<file path="src/idfl_pkg.sv">
`default_nettype none

package idfl_pkg;

  // Identifier width and free list geometry.
  localparam int unsigned ID_W       = 32;
  localparam int unsigned CTR_W      = ID_W + 1;
  localparam int unsigned FREE_DEPTH = 1024;
  localparam int unsigned PTR_W      = $clog2(FREE_DEPTH);
  localparam int unsigned CNT_W      = $clog2(FREE_DEPTH + 1);

  localparam logic [PTR_W-1:0] PTR_LAST  = PTR_W'(FREE_DEPTH - 1);
  localparam logic [CNT_W-1:0] CNT_FULL  = CNT_W'(FREE_DEPTH);

  // Configuration port geometry and register indexes.
  localparam int unsigned ADDR_W = 3;
  localparam logic REG_LOWEST_ID  = 1'b0;
  localparam logic REG_HIGHEST_ID = 1'b1;

  localparam logic [ID_W-1:0] LOWEST_ID_RST  = ID_W'(1);
  localparam logic [ID_W-1:0] HIGHEST_ID_RST = '1;

  // Request kinds.
  localparam logic ACT_ALLOC = 1'b0;
  localparam logic ACT_FREE  = 1'b1;

  // Result status codes.
  typedef enum logic [1:0] {
    ST_ALLOCATED = 2'd0,
    ST_EXHAUSTED = 2'd1,
    ST_FREED     = 2'd2,
    ST_DROPPED   = 2'd3
  } status_e;

  // Sequencer states.
  typedef enum logic {
    S_IDLE = 1'b0,
    S_READ = 1'b1
  } ctrl_state_e;

  // One finished result on its way to the output buffer.
  typedef struct packed {
    logic            vld;
    logic [ID_W-1:0] id;
    status_e         status;
  } result_t;

  // Configuration seen by the sequencer.
  typedef struct packed {
    logic            load_lowest;
    logic [ID_W-1:0] lowest_id;
    logic [ID_W-1:0] highest_id;
  } cfg_t;

endpackage

`default_nettype wire

</file>
<file path="src/idfl_out_buf.sv">
`default_nettype none

module idfl_out_buf (
  input  wire logic                         clk_i,
  input  wire logic                         rst_ni,
  input  wire idfl_pkg::result_t            res_i,
  input  wire logic                         out_stall_i,
  output logic                              full_o,
  output logic                              out_valid_o,
  output logic [idfl_pkg::ID_W-1:0]         given_id_o,
  output logic [1:0]                        status_o
);

  logic              out_valid_q;
  logic              skid_valid_q;
  idfl_pkg::result_t out_q;
  idfl_pkg::result_t skid_q;
  logic              out_free;

  assign out_free    = !out_valid_q || !out_stall_i;
  assign full_o      = skid_valid_q;
  assign out_valid_o = out_valid_q;
  assign given_id_o  = out_q.id;
  assign status_o    = out_q.status;

  // Valid bits of the output register and the skid stage.
  always_ff @(posedge clk_i or negedge rst_ni) begin
    if (!rst_ni) begin
      out_valid_q  <= 1'b0;
      skid_valid_q <= 1'b0;
    end else if (out_free) begin
      out_valid_q  <= skid_valid_q || res_i.vld;
      skid_valid_q <= skid_valid_q && res_i.vld;
    end else if (res_i.vld) begin
      skid_valid_q <= 1'b1;
    end
  end

  // Payload: the older result always moves to the output first.
  always_ff @(posedge clk_i) begin
    if (out_free) begin
      if (skid_valid_q) begin
        out_q <= skid_q;
        if (res_i.vld) begin
          skid_q <= res_i;
        end
      end else if (res_i.vld) begin
        out_q <= res_i;
      end
    end else if (res_i.vld) begin
      skid_q <= res_i;
    end
  end

`ifndef NO_ASSERTIONS
  // The skid stage only holds a result behind a waiting one.
  a_skid_behind_out: assert property (@(posedge clk_i) disable iff (!rst_ni)
    skid_valid_q |-> out_valid_q)
    else $error("skid stage holds a result with the output empty");

  // A result never arrives while both stages are occupied and the output stalls.
  a_no_overrun: assert property (@(posedge clk_i) disable iff (!rst_ni)
    !(res_i.vld && skid_valid_q && out_stall_i))
    else $error("result arrived with the buffer full");

  // A drained output with a skid result stays valid with that result.
  a_skid_moves: assert property (@(posedge clk_i) disable iff (!rst_ni)
    skid_valid_q && !out_stall_i |=> out_valid_q)
    else $error("skid result was lost");
`endif

endmodule

`default_nettype wire

</file>
<file path="config.mk">
export PLATFORM = sky130hd
export DESIGN_NAME = idfl_out_buf
export DESIGN_NICKNAME = d
export VERILOG_FILES = /design/src/idfl_pkg.sv /design/src/idfl_out_buf.sv
export SDC_FILE = /design/constraint.sdc
export NUM_CORES = 1
export LEC_CHECK = 0
export BUFFER_PORTS_ARGS = -buffer_cell sky130_fd_sc_hd__buf_2
export CAP_MARGIN = 20
export CORE_AREA = 2 2 73 75
export CTS_CLUSTER_DIAMETER = 40
export CTS_CLUSTER_SIZE = 30
export DETAILED_ROUTE_END_ITERATION = 8
export DIE_AREA = 0 0 75 77
export MAX_ROUTING_LAYER = met4
export PLACE_DENSITY = 0.82
export SLEW_MARGIN = 20
export SYNTH_ARGS = -nofsm -noshare
export SYNTH_HDL_FRONTEND = slang
export SYNTH_SLANG_ARGS = --single-unit
export TNS_END_PERCENT = 5
</file>
<file path="constraint.sdc">
create_clock -name clk_i -period 7.1 [get_ports clk_i]
set_input_delay 1.775 -clock clk_i [delete_from_list [all_inputs] [get_ports clk_i]]
set_output_delay 1.775 -clock clk_i [all_outputs]
set_load 0.02 [all_outputs]
</file>
==> run summary, run 1 <==
status -> complete, no violations
1st-iter DRT viols -> 125
CTS buffer count -> 9
most common cell in the netlist -> edfxtp_1
DIE AREA -> 5775 um^2
Critical Path Sink Type -> output pin
Syn Nets -> 152
Final nets -> 233
Initial Util -> 53.52%
clk sinks -> 70
WS Path Type -> flop to output pin
CTS tree -> done
DR pass1 iterations -> 4
Most used DFF post-synth -> edfxtp_1
Relative slew margins -> 31.38%
post-cts resize count -> 0
share of cells above drive strength 1 -> 61.11%
routed vias -> 1299
crit path time final -> 3.462 ns
setup TNS -> 0 ns
HP Class -> flop to flop
CP top delay family -> flip-flops
slowest stage delay, CP -> 1.04 ns
Die H -> 77 um
worst skew pair latency -> 0.34 ns
#FFs+latches synth -> 70
crit-path cells -> buf_2
CTS Hold Bufs -> 0
DRC Markers -> 0
max-cap violations -> 0
gpl congestion -> 0.7437
Avg Inst Size Synth -> 23.37 um^2
num rows -> 26
commonest cells in the netlist -> edfxtp_1, mux2_4, mux2_2
initial antenna violation count -> 0
layout overhead on the synthesized area -> 22.26%
WP data arrival -> 1.69 ns
Inserted Diodes -> 0
detailed placement HPWL -> 2951 um
clock tree buffer depth -> 2
first-pass GRT wire length -> 6575 um
Root Buffer -> clkbuf_8
final setup vio count -> 0
Yosys Warn Count -> 0
vias in the first global route -> 1354
Worst-path clk slew -> 0.06 ns
EDFF count, synth -> 68
Setup Skew -> 0.009420 ns
mapped cell area -> 2664 um^2
routed wire length per instance -> 16.21 um
area of the core -> 4977 um^2
RSZ-0062 raised after global routing -> false
Post-synth ARST share -> 2.857%
Worst R2R Setup Slack -> 4.68 ns
Post-Route WL -> 4343 um
IO Pins -> 74
post-synth top area share -> 76.66%
GR Overflow Total -> 0
total power -> 942.0 uW
Distinct cells, synth -> 10
post-CTS setup buffer count -> 0
Via density -> 4.847
VDD IR max -> 171.4 uV
GR Util All Layers -> 16.48%
Die X -> 75 um
critical-path maximum fanout -> 38
final core occ -> 65.43%
slowest CP cell -> dfrtp_2
register area -> 2093 um^2
Pleak -> 0.001307 uW
Final Hold Viols -> 0
fmax -> 0.2888 GHz
area leader, netlist -> edfxtp_1
WP data required -> 5.33 ns
Final period util -> 48.76%
Seq/Total Area, Yosys -> 78.53%
Post-DRT Antenna Nets -> 0
Fillers -> 357
Mapped Cells -> 114
Pwr Density -> 289.2 nW/um^2
Slew @ Worst Pin -> 1.029 ns
largest net degree at the start of global routing -> 39
H-tree lvl count -> 3
dominant cells by area after synthesis -> edfxtp_1, mux2_4, mux2_2
port bufs -> 73
Worst Path Buf+Inv -> 1
Slew Limit Fails -> 0
area occupied by multi-input gates -> 534.3 um^2
startpoint types -> flop
layer usage:
metal	global-route usage (%)	vias to the layer above	routed length, um
li1	-	608	-
met1	20.52	636	1692
met2	24.91	49	2298
met3	5.125	6	280
met4	6.964	0	72
met5	-	-	0
area by class of cell:
cell class	count	share of cell area, %
clock buffers	11	4.034
clock inverters	3	1.153
multi-input cells	40	16.40
flip-flops and latches	70	64.27
well taps	70	2.689
repair buffers	74	11.45
stage by stage:
step / hold slack (ns) / instance area (um^2) / cells / setup WS [ns]
after floorplan: 0.5231 / 2664 / 114 / 3.243
after global placement: 0.5323 / 3088 / 254 / 3.874
after detailed placement: 0.5355 / 3088 / 254 / 3.800
after CTS: 0.5522 / 3257 / 268 / 3.593
after global routing: 0.5521 / 3257 / 268 / 3.545
final: 0.5507 / 3257 / 268 / 3.638
cell families (layout without fill, tap and decap cells):
kind of cell | Yosys count | after routing | synth area share, %
flip-flops | 70 | 70 | 78.53
buffers and inverters | 4 | 88 | 1.691
adder cells (fa/ha/maj) | 1 | 1 | 0.4227
multiplexers | 34 | 34 | 18.32
AO/OA/AOI/OAI | 1 | 1 | 0.2819
AND/OR/NAND/NOR | 4 | 4 | 0.7519
final timing paths:
| path | from | end | cells past startpoint |
|---|---|---|---|
| worst max-delay path | full_o | full_o | 1 |
| worst min-delay path | skid_q[22] | given_id_o[20] | 1 |
| worst max register to register | full_o | status_o[0] | 2 |
| worst min register to register | skid_q[22] | given_id_o[20] | 1 |
| max in group asynchronous | rst_ni | full_o | 1 |
| min in group asynchronous | rst_ni | out_valid_o | 1 |
cell usage in the layout (no fill, tap or decap), drive strengths merged:
cell / Yosys / final
and2: 1 / 1
buf: 4 / 74
bufinv: 0 / 1
clkbuf: 0 / 11
clkinv: 0 / 2
dfrtp: 2 / 2
edfxtp: 68 / 68
maj3: 1 / 1
mux2: 34 / 34
nand2b: 1 / 1
nor2: 2 / 2
o21a: 1 / 1
power breakdown:
part / internal [uW] / switching [uW]
Combinational: 62.3 / 65.5
Sequential: 503 / 22.4
Clock: 156 / 132
Total: 722 / 220
sequential cells by signal, indices dropped and copies added, names as in the netlist:
| signal | flops |
|---|---|
| skid_q | 34 |
| full_o | 1 |
| out_valid_o | 1 |
| status_o | 2 |
| given_id_o | 32 |
No activity file was read; power rests on OpenSTA's default activity.
==> run 2: changes to the inputs <==
--- a/config.mk
+++ b/config.mk
@@ -7,13 +7,13 @@
 export LEC_CHECK = 0
 export BUFFER_PORTS_ARGS = -buffer_cell sky130_fd_sc_hd__buf_2
 export CAP_MARGIN = 20
-export CORE_AREA = 2 2 73 75
+export CORE_AREA = 2 2 80 82
 export CTS_CLUSTER_DIAMETER = 40
 export CTS_CLUSTER_SIZE = 30
 export DETAILED_ROUTE_END_ITERATION = 8
-export DIE_AREA = 0 0 75 77
+export DIE_AREA = 0 0 82 84
 export MAX_ROUTING_LAYER = met4
-export PLACE_DENSITY = 0.82
+export PLACE_DENSITY = 0.72
 export SLEW_MARGIN = 20
 export SYNTH_ARGS = -nofsm -noshare
 export SYNTH_HDL_FRONTEND = slang
==> constraint.sdc (replaced) <==
create_clock -name clk_i -period 2.8 [get_ports clk_i]
set_input_delay 0.7 -clock clk_i [delete_from_list [all_inputs] [get_ports clk_i]]
set_output_delay 0.7 -clock clk_i [all_outputs]
set_load 0.02 [all_outputs]
==> run 2 against run 1 <==
Compared with the run above:
- worst hold slack worse by 0.41 ns
- combinational power rose to 2.6 times the previous value
- via count up 0.69%
- total power up 150%
- final area up 0.38%
- die area up 19%
- critical path type unchanged
==> run summary, run 2 (same netlist as run 1, synthesis figures left out) <==
clk sinks -> 70 (unchanged)
Post-DP Area -> 3113 um^2 (+0.81%)
GR Util All Layers -> 13.83% (-2.6 points)
Via density -> 4.705 (-2.9%)
Initial Util -> 43.70% (-9.8 points)
Die H -> 84 um (+9.1%)
largest net degree at the start of global routing -> 35 (-10%)
Final period util -> 74.94%
most common cell after layout, fill and taps aside -> buf_2
area of the core -> 6096 um^2 (+22%)
routed wire length per instance -> 15.09 um (-6.9%)
routed vias -> 1308 (+0.69%)
CTS buffer count -> 9 (unchanged)
CTS Hold Bufs -> 0 (unchanged)
RSZ-0062 raised after global routing -> false
Final Hold Viols -> 0 (unchanged)
Root Buffer -> clkbuf_8
DIE AREA -> 6888 um^2 (+19%)
num rows -> 29 (+12%)
Die X -> 82 um (+9.3%)
worst skew pair latency -> 0.33 ns (about the same)
hold slack -> 0.1456 ns (-0.4051 ns)
1st-iter DRT viols -> 115 (-8.0%)
Inserted Diodes -> 0 (unchanged)
crit path time final -> 2.098 ns
Relative slew margins -> 56.56% (+25 points)
Worst-path clk slew -> 0.06 ns (about the same)
WP data arrival -> 1.40 ns (-0.29 ns)
H-tree lvl count -> 3 (unchanged)
startpoint types -> flop
post-cts resize count -> 0 (unchanged)
final setup vio count -> 0 (unchanged)
CTS tree -> done
setup TNS -> 0 ns (unchanged)
Post-DRT Antenna Nets -> 0 (unchanged)
share of cells above drive strength 1 -> 63.18% (+2.1 points)
final core occ -> 53.63% (-12 points)
clock tree buffer depth -> 2 (unchanged)
Setup Skew -> 0.007400 ns (-0.002019 ns)
slowest stage delay, CP -> 0.79 ns (-0.25 ns)
slowest CP cell -> dfrtp_2
detailed placement HPWL -> 2847 um (-3.5%)
Pwr Density -> 706.3 nW/um^2 (+140%)
Slew Limit Fails -> 0 (unchanged)
Slew @ Worst Pin -> 0.6516 ns (-0.3776 ns)
initial antenna violation count -> 0 (unchanged)
HP Class -> primary input to async pin
port bufs -> 73 (unchanged)
IO Pins -> 74 (unchanged)
gpl congestion -> 0.7443 (about the same)
status -> complete, no violations
Final nets -> 235 (+0.86%)
VDD IR max -> 288.4 uV (+68%)
first-pass GRT wire length -> 6575 um (unchanged)
critical-path maximum fanout -> 25 (-34%)
DR pass1 iterations -> 4 (unchanged)
CP top delay family -> flip-flops
WS Path Type -> flop to output pin
GR Overflow Total -> 0 (unchanged)
Top reg by flops -> skid_q
fmax -> 0.4765 GHz
Critical Path Sink Type -> output pin
layout overhead on the synthesized area -> 22.73%
DRC Markers -> 0 (unchanged)
Post-Route WL -> 4195 um (-3.4%)
Pleak -> 0.001308 uW (+0.11%)
max-cap violations -> 0 (unchanged)
commonest non-fill, non-tap cells in the layout -> buf_2, edfxtp_1, mux2_4
post-CTS setup buffer count -> 0 (unchanged)
Worst R2R Setup Slack -> 0.94 ns (-3.74 ns)
design area -> 3269 um^2 (+0.38%)
max reg flops -> 34 (unchanged)
vias in the first global route -> 1350 (-0.30%)
Worst Path Buf+Inv -> 1 (unchanged)
crit-path cells -> buf_2
WP data required -> 2.10 ns (-3.23 ns)
==> run 2: cell types whose count changed in the layout (fill, tap and decap cells not counted), moves of 2 or more <==
cell	before	now
clkinv_2	0	2
buf_4	1	3
clkinv_1	2	0
clkinvlp_4	0	2
==> run 2: area by class of cell <==
| cell class | count | area, um^2 |
|---|---|---|
| well taps | 77 | 96.34 |
| flip-flops and latches | 70 | 2093 |
| repair buffers | 76 | 387.9 |
| fillers | 503 | 2826 |
| multi-input cells | 40 | 535.5 |
| clock buffers | 11 | 131.4 |
| clock inverters | 4 | 25.02 |
==> run 2: path summary, 6_finish.rpt <==
path                       startpoint       endpoint  depth (start not counted)
setup / recovery               full_o         full_o                          1
hold / removal                 rst_ni    out_valid_o                          1
setup reg to reg               full_o  given_id_o[6]                          3
hold reg to reg             skid_q[0]    status_o[0]                          1
max in group asynchronous      rst_ni         full_o                          1
min in group clk_i          skid_q[0]    status_o[0]                          1
==> run 2: per-layer routing <==
| metal | global-route usage (%) | up-vias | part of all wire (%) |
|---|---|---|---|
| li1 | - | 612 | - |
| met1 | 16.58 | 636 | 42 |
| met5 | - | - | 0 |
| met4 | 9.545 | 0 | 2.7 |
| met2 | 20.84 | 50 | 50 |
| met3 | 2.597 | 10 | 5.3 |
==> run 2: metrics by stage <==
step / setup slack (ns) / total power, uW / cells
2_1_floorplan: 0.01822 / 1575 / 114
3_3_place_gp: 0.8569 / 1674 / 263
3_5_place_dp: 0.8102 / 1687 / 263
4_1_cts: 0.6690 / 2341 / 278
5_1_grt: 0.6296 / 2419 / 278
6_report: 0.7016 / 2309 / 278
==> run 2: power by group <==
group          internal [uW]  switching, uW  leakage [uW]
registers               1280           42.9      0.000672
clock network            313            340     0.0000752
logic                    159            179      0.000561
==> run 3: changes to the inputs <==
==> constraint.sdc (replaced) <==
create_clock -name clk_i -period 1.9 [get_ports clk_i]
set_input_delay 0.475 -clock clk_i [delete_from_list [all_inputs] [get_ports clk_i]]
set_output_delay 0.475 -clock clk_i [all_outputs]
set_load 0.02 [all_outputs]
==> run 3 against run 2 <==
Compared with the run above:
- critical path depth is the same
- global-route usage shrank 0.52 points
- cell count grew 0.72%
- total power grew 50%
- final area grew 1.7%
- register-to-register slack lost 0.42 ns
==> run summary, run 3 (same netlist as run 1, synthesis figures left out) <==
Setup Skew -> 0.006554 ns (-0.0008462 ns)
DIE AREA -> 6888 um^2 (unchanged)
post-route insts no fill -> 280 (+0.72%)
most common cell after layout, fill and taps aside -> buf_2
DP Worst Slack -> 0.3324 ns (-0.4779 ns)
switch share -> 25.03% (+0.71 points)
Final Hold Viols -> 0 (unchanged)
slowest stage delay, CP -> 0.45 ns (-0.34 ns)
share of cells above drive strength 1 -> 64.04% (+0.86 points)
routed vias -> 1295 (-0.99%)
placed cells -> 263 (unchanged)
GR Util All Layers -> 13.31% (-0.52 points)
Pint -> 2595 uW (+48%)
Critical Path Sink Type -> output pin
worst skew pair latency -> 0.33 ns (about the same)
layout overhead on the synthesized area -> 24.85%
GR Overflow Total -> 0 (unchanged)
area occupied by multi-input gates -> 535.5 um^2 (unchanged)
setup ws final -> 0.4646 ns (-0.2370 ns)
RSZ-0062 raised after global routing -> false
Inserted Diodes -> 0 (unchanged)
num rows -> 29 (unchanged)
Slew Limit Fails -> 0 (unchanged)
Worst-path clk slew -> 0.07 ns (about the same)
crit-path cells -> buf_2
WP data required -> 1.42 ns (-0.68 ns)
critical-path maximum fanout -> 5 (-80%)
first-pass GRT wire length -> 6334 um (-3.7%)
fmax -> 0.6967 GHz
CTS tree -> done
max reg flops -> 34 (unchanged)
HP Class -> primary input to flop
WP data arrival -> 0.96 ns (-0.44 ns)
Root Buffer -> clkbuf_8
sw power -> 866.3 uW (+54%)
DR pass1 iterations -> 4 (unchanged)
initial antenna violation count -> 0 (unchanged)
max-cap violations -> 0 (unchanged)
gpl congestion -> 0.6823 (-8.3%)
Fillers -> 496 (-1.4%)
1st-iter DRT viols -> 145 (+26%)
Relative slew margins -> 80.98% (+24 points)
Slew @ Worst Pin -> 0.2851 ns (-0.3665 ns)
Post-Route WL -> 4247 um (+1.2%)
Pleak -> 0.001338 uW (+2.3%)
IO Pins -> 74 (unchanged)
Die H -> 84 um (unchanged)
crit path time final -> 1.435 ns
port bufs -> 73 (unchanged)
Worst Path Buf+Inv -> 1 (unchanged)
routed wire length per instance -> 15.17 um (+0.52%)
detailed placement HPWL -> 2776 um (-2.5%)
WS Path Type -> flop to output pin
final setup vio count -> 0 (unchanged)
Clk pwr share -> 28.9% (+0.6 points)
area of the core -> 6096 um^2 (unchanged)
status -> complete, no violations
setup TNS -> 0 ns (unchanged)
largest net degree at the start of global routing -> 35 (unchanged)
Initial Util -> 43.70% (unchanged)
total power -> 3461 uW (+50%)
Pwr Density -> 1041 nW/um^2 (+47%)
Via density -> 4.625 (-1.7%)
Gate power share -> 15.7% (+1.1 points)
slowest CP cell -> dfrtp_2
startpoint types -> flop
Seq pwr share -> 55.4% (-1.7 points)
Top reg by flops -> skid_q
VDD IR max -> 503.6 uV (+75%)
Post-DRT Antenna Nets -> 0 (unchanged)
H-tree lvl count -> 3 (unchanged)
Final period util -> 75.55%
Final nets -> 236 (+0.43%)
register area -> 2093 um^2 (unchanged)
CP top delay family -> flip-flops
clock tree buffer depth -> 2 (unchanged)
CTS buffer count -> 9 (unchanged)
vias in the first global route -> 1278 (-5.3%)
DRC Markers -> 0 (unchanged)
Die X -> 82 um (unchanged)
commonest non-fill, non-tap cells in the layout -> buf_2, edfxtp_1, mux2_4
post-cts resize count -> 0 (unchanged)
clk sinks -> 70 (unchanged)
-- run 3: final timing paths --
kind                             start  slack (ns)  cells after the start             to
max                             full_o        0.46                      1         full_o
min                           res_i[8]        0.32                      1      skid_q[8]
max reg2reg                out_valid_o        0.52                      3     skid_q[22]
min reg2reg                 skid_q[10]        0.55                      1  given_id_o[8]
max in group asynchronous       rst_ni        1.35                      2         full_o
min in group asynchronous       rst_ni        0.44                      2    out_valid_o
-- run 3: final cells by class --
cell class                      count  share of cell area, %
Sequential cell                    70                  62.94
Multi-Input combinational cell     40                  16.10
Clock buffer                        9                  3.725
Timing Repair Buffer               77                  13.09
Tap cell                           77                  2.897
Clock inverter                      7                  1.242
-- run 3: through the flow --
stage | area [um^2] | hold slack, ns | utilization, %
floorplan | 2673 | 0.1794 | -
global placement | 3151 | 0.2621 | 51.68
detailed placement | 3151 | 0.2643 | 51.68
CTS | 3326 | 0.3060 | 54.56
global route | 3326 | 0.3108 | 54.56
finish | 3326 | 0.3248 | 54.56
-- run 3: layer usage --
metal  share of wire [%]  up-vias  GRT usage, %
met4                 1.8        0         8.182
met5                   0        -             -
met1                  43      619         16.70
met3                 7.1        6         3.896
li1                    -      617             -
met2                  48       53         18.85
-- run 3: repair_timing --
item / in CTS / in global routing
endpoints found under the hold margin: 2 / 0
hold buffers: 1 / 0
setup buffers: 0 / 0
-- run 3: power groups by stage --
| stage | logic, uW | clock network, uW | registers (uW) |
|---|---|---|---|
| 2_1_floorplan | 263 | 0 | 2060 |
| 3_3_place_gp | 541 | 0 | 1950 |
| 3_5_place_dp | 550 | 0 | 1950 |
| 4_1_cts | 553 | 1030 | 1920 |
| 5_1_grt | 583 | 1100 | 1930 |
| 6_report | 544 | 999 | 1920 |
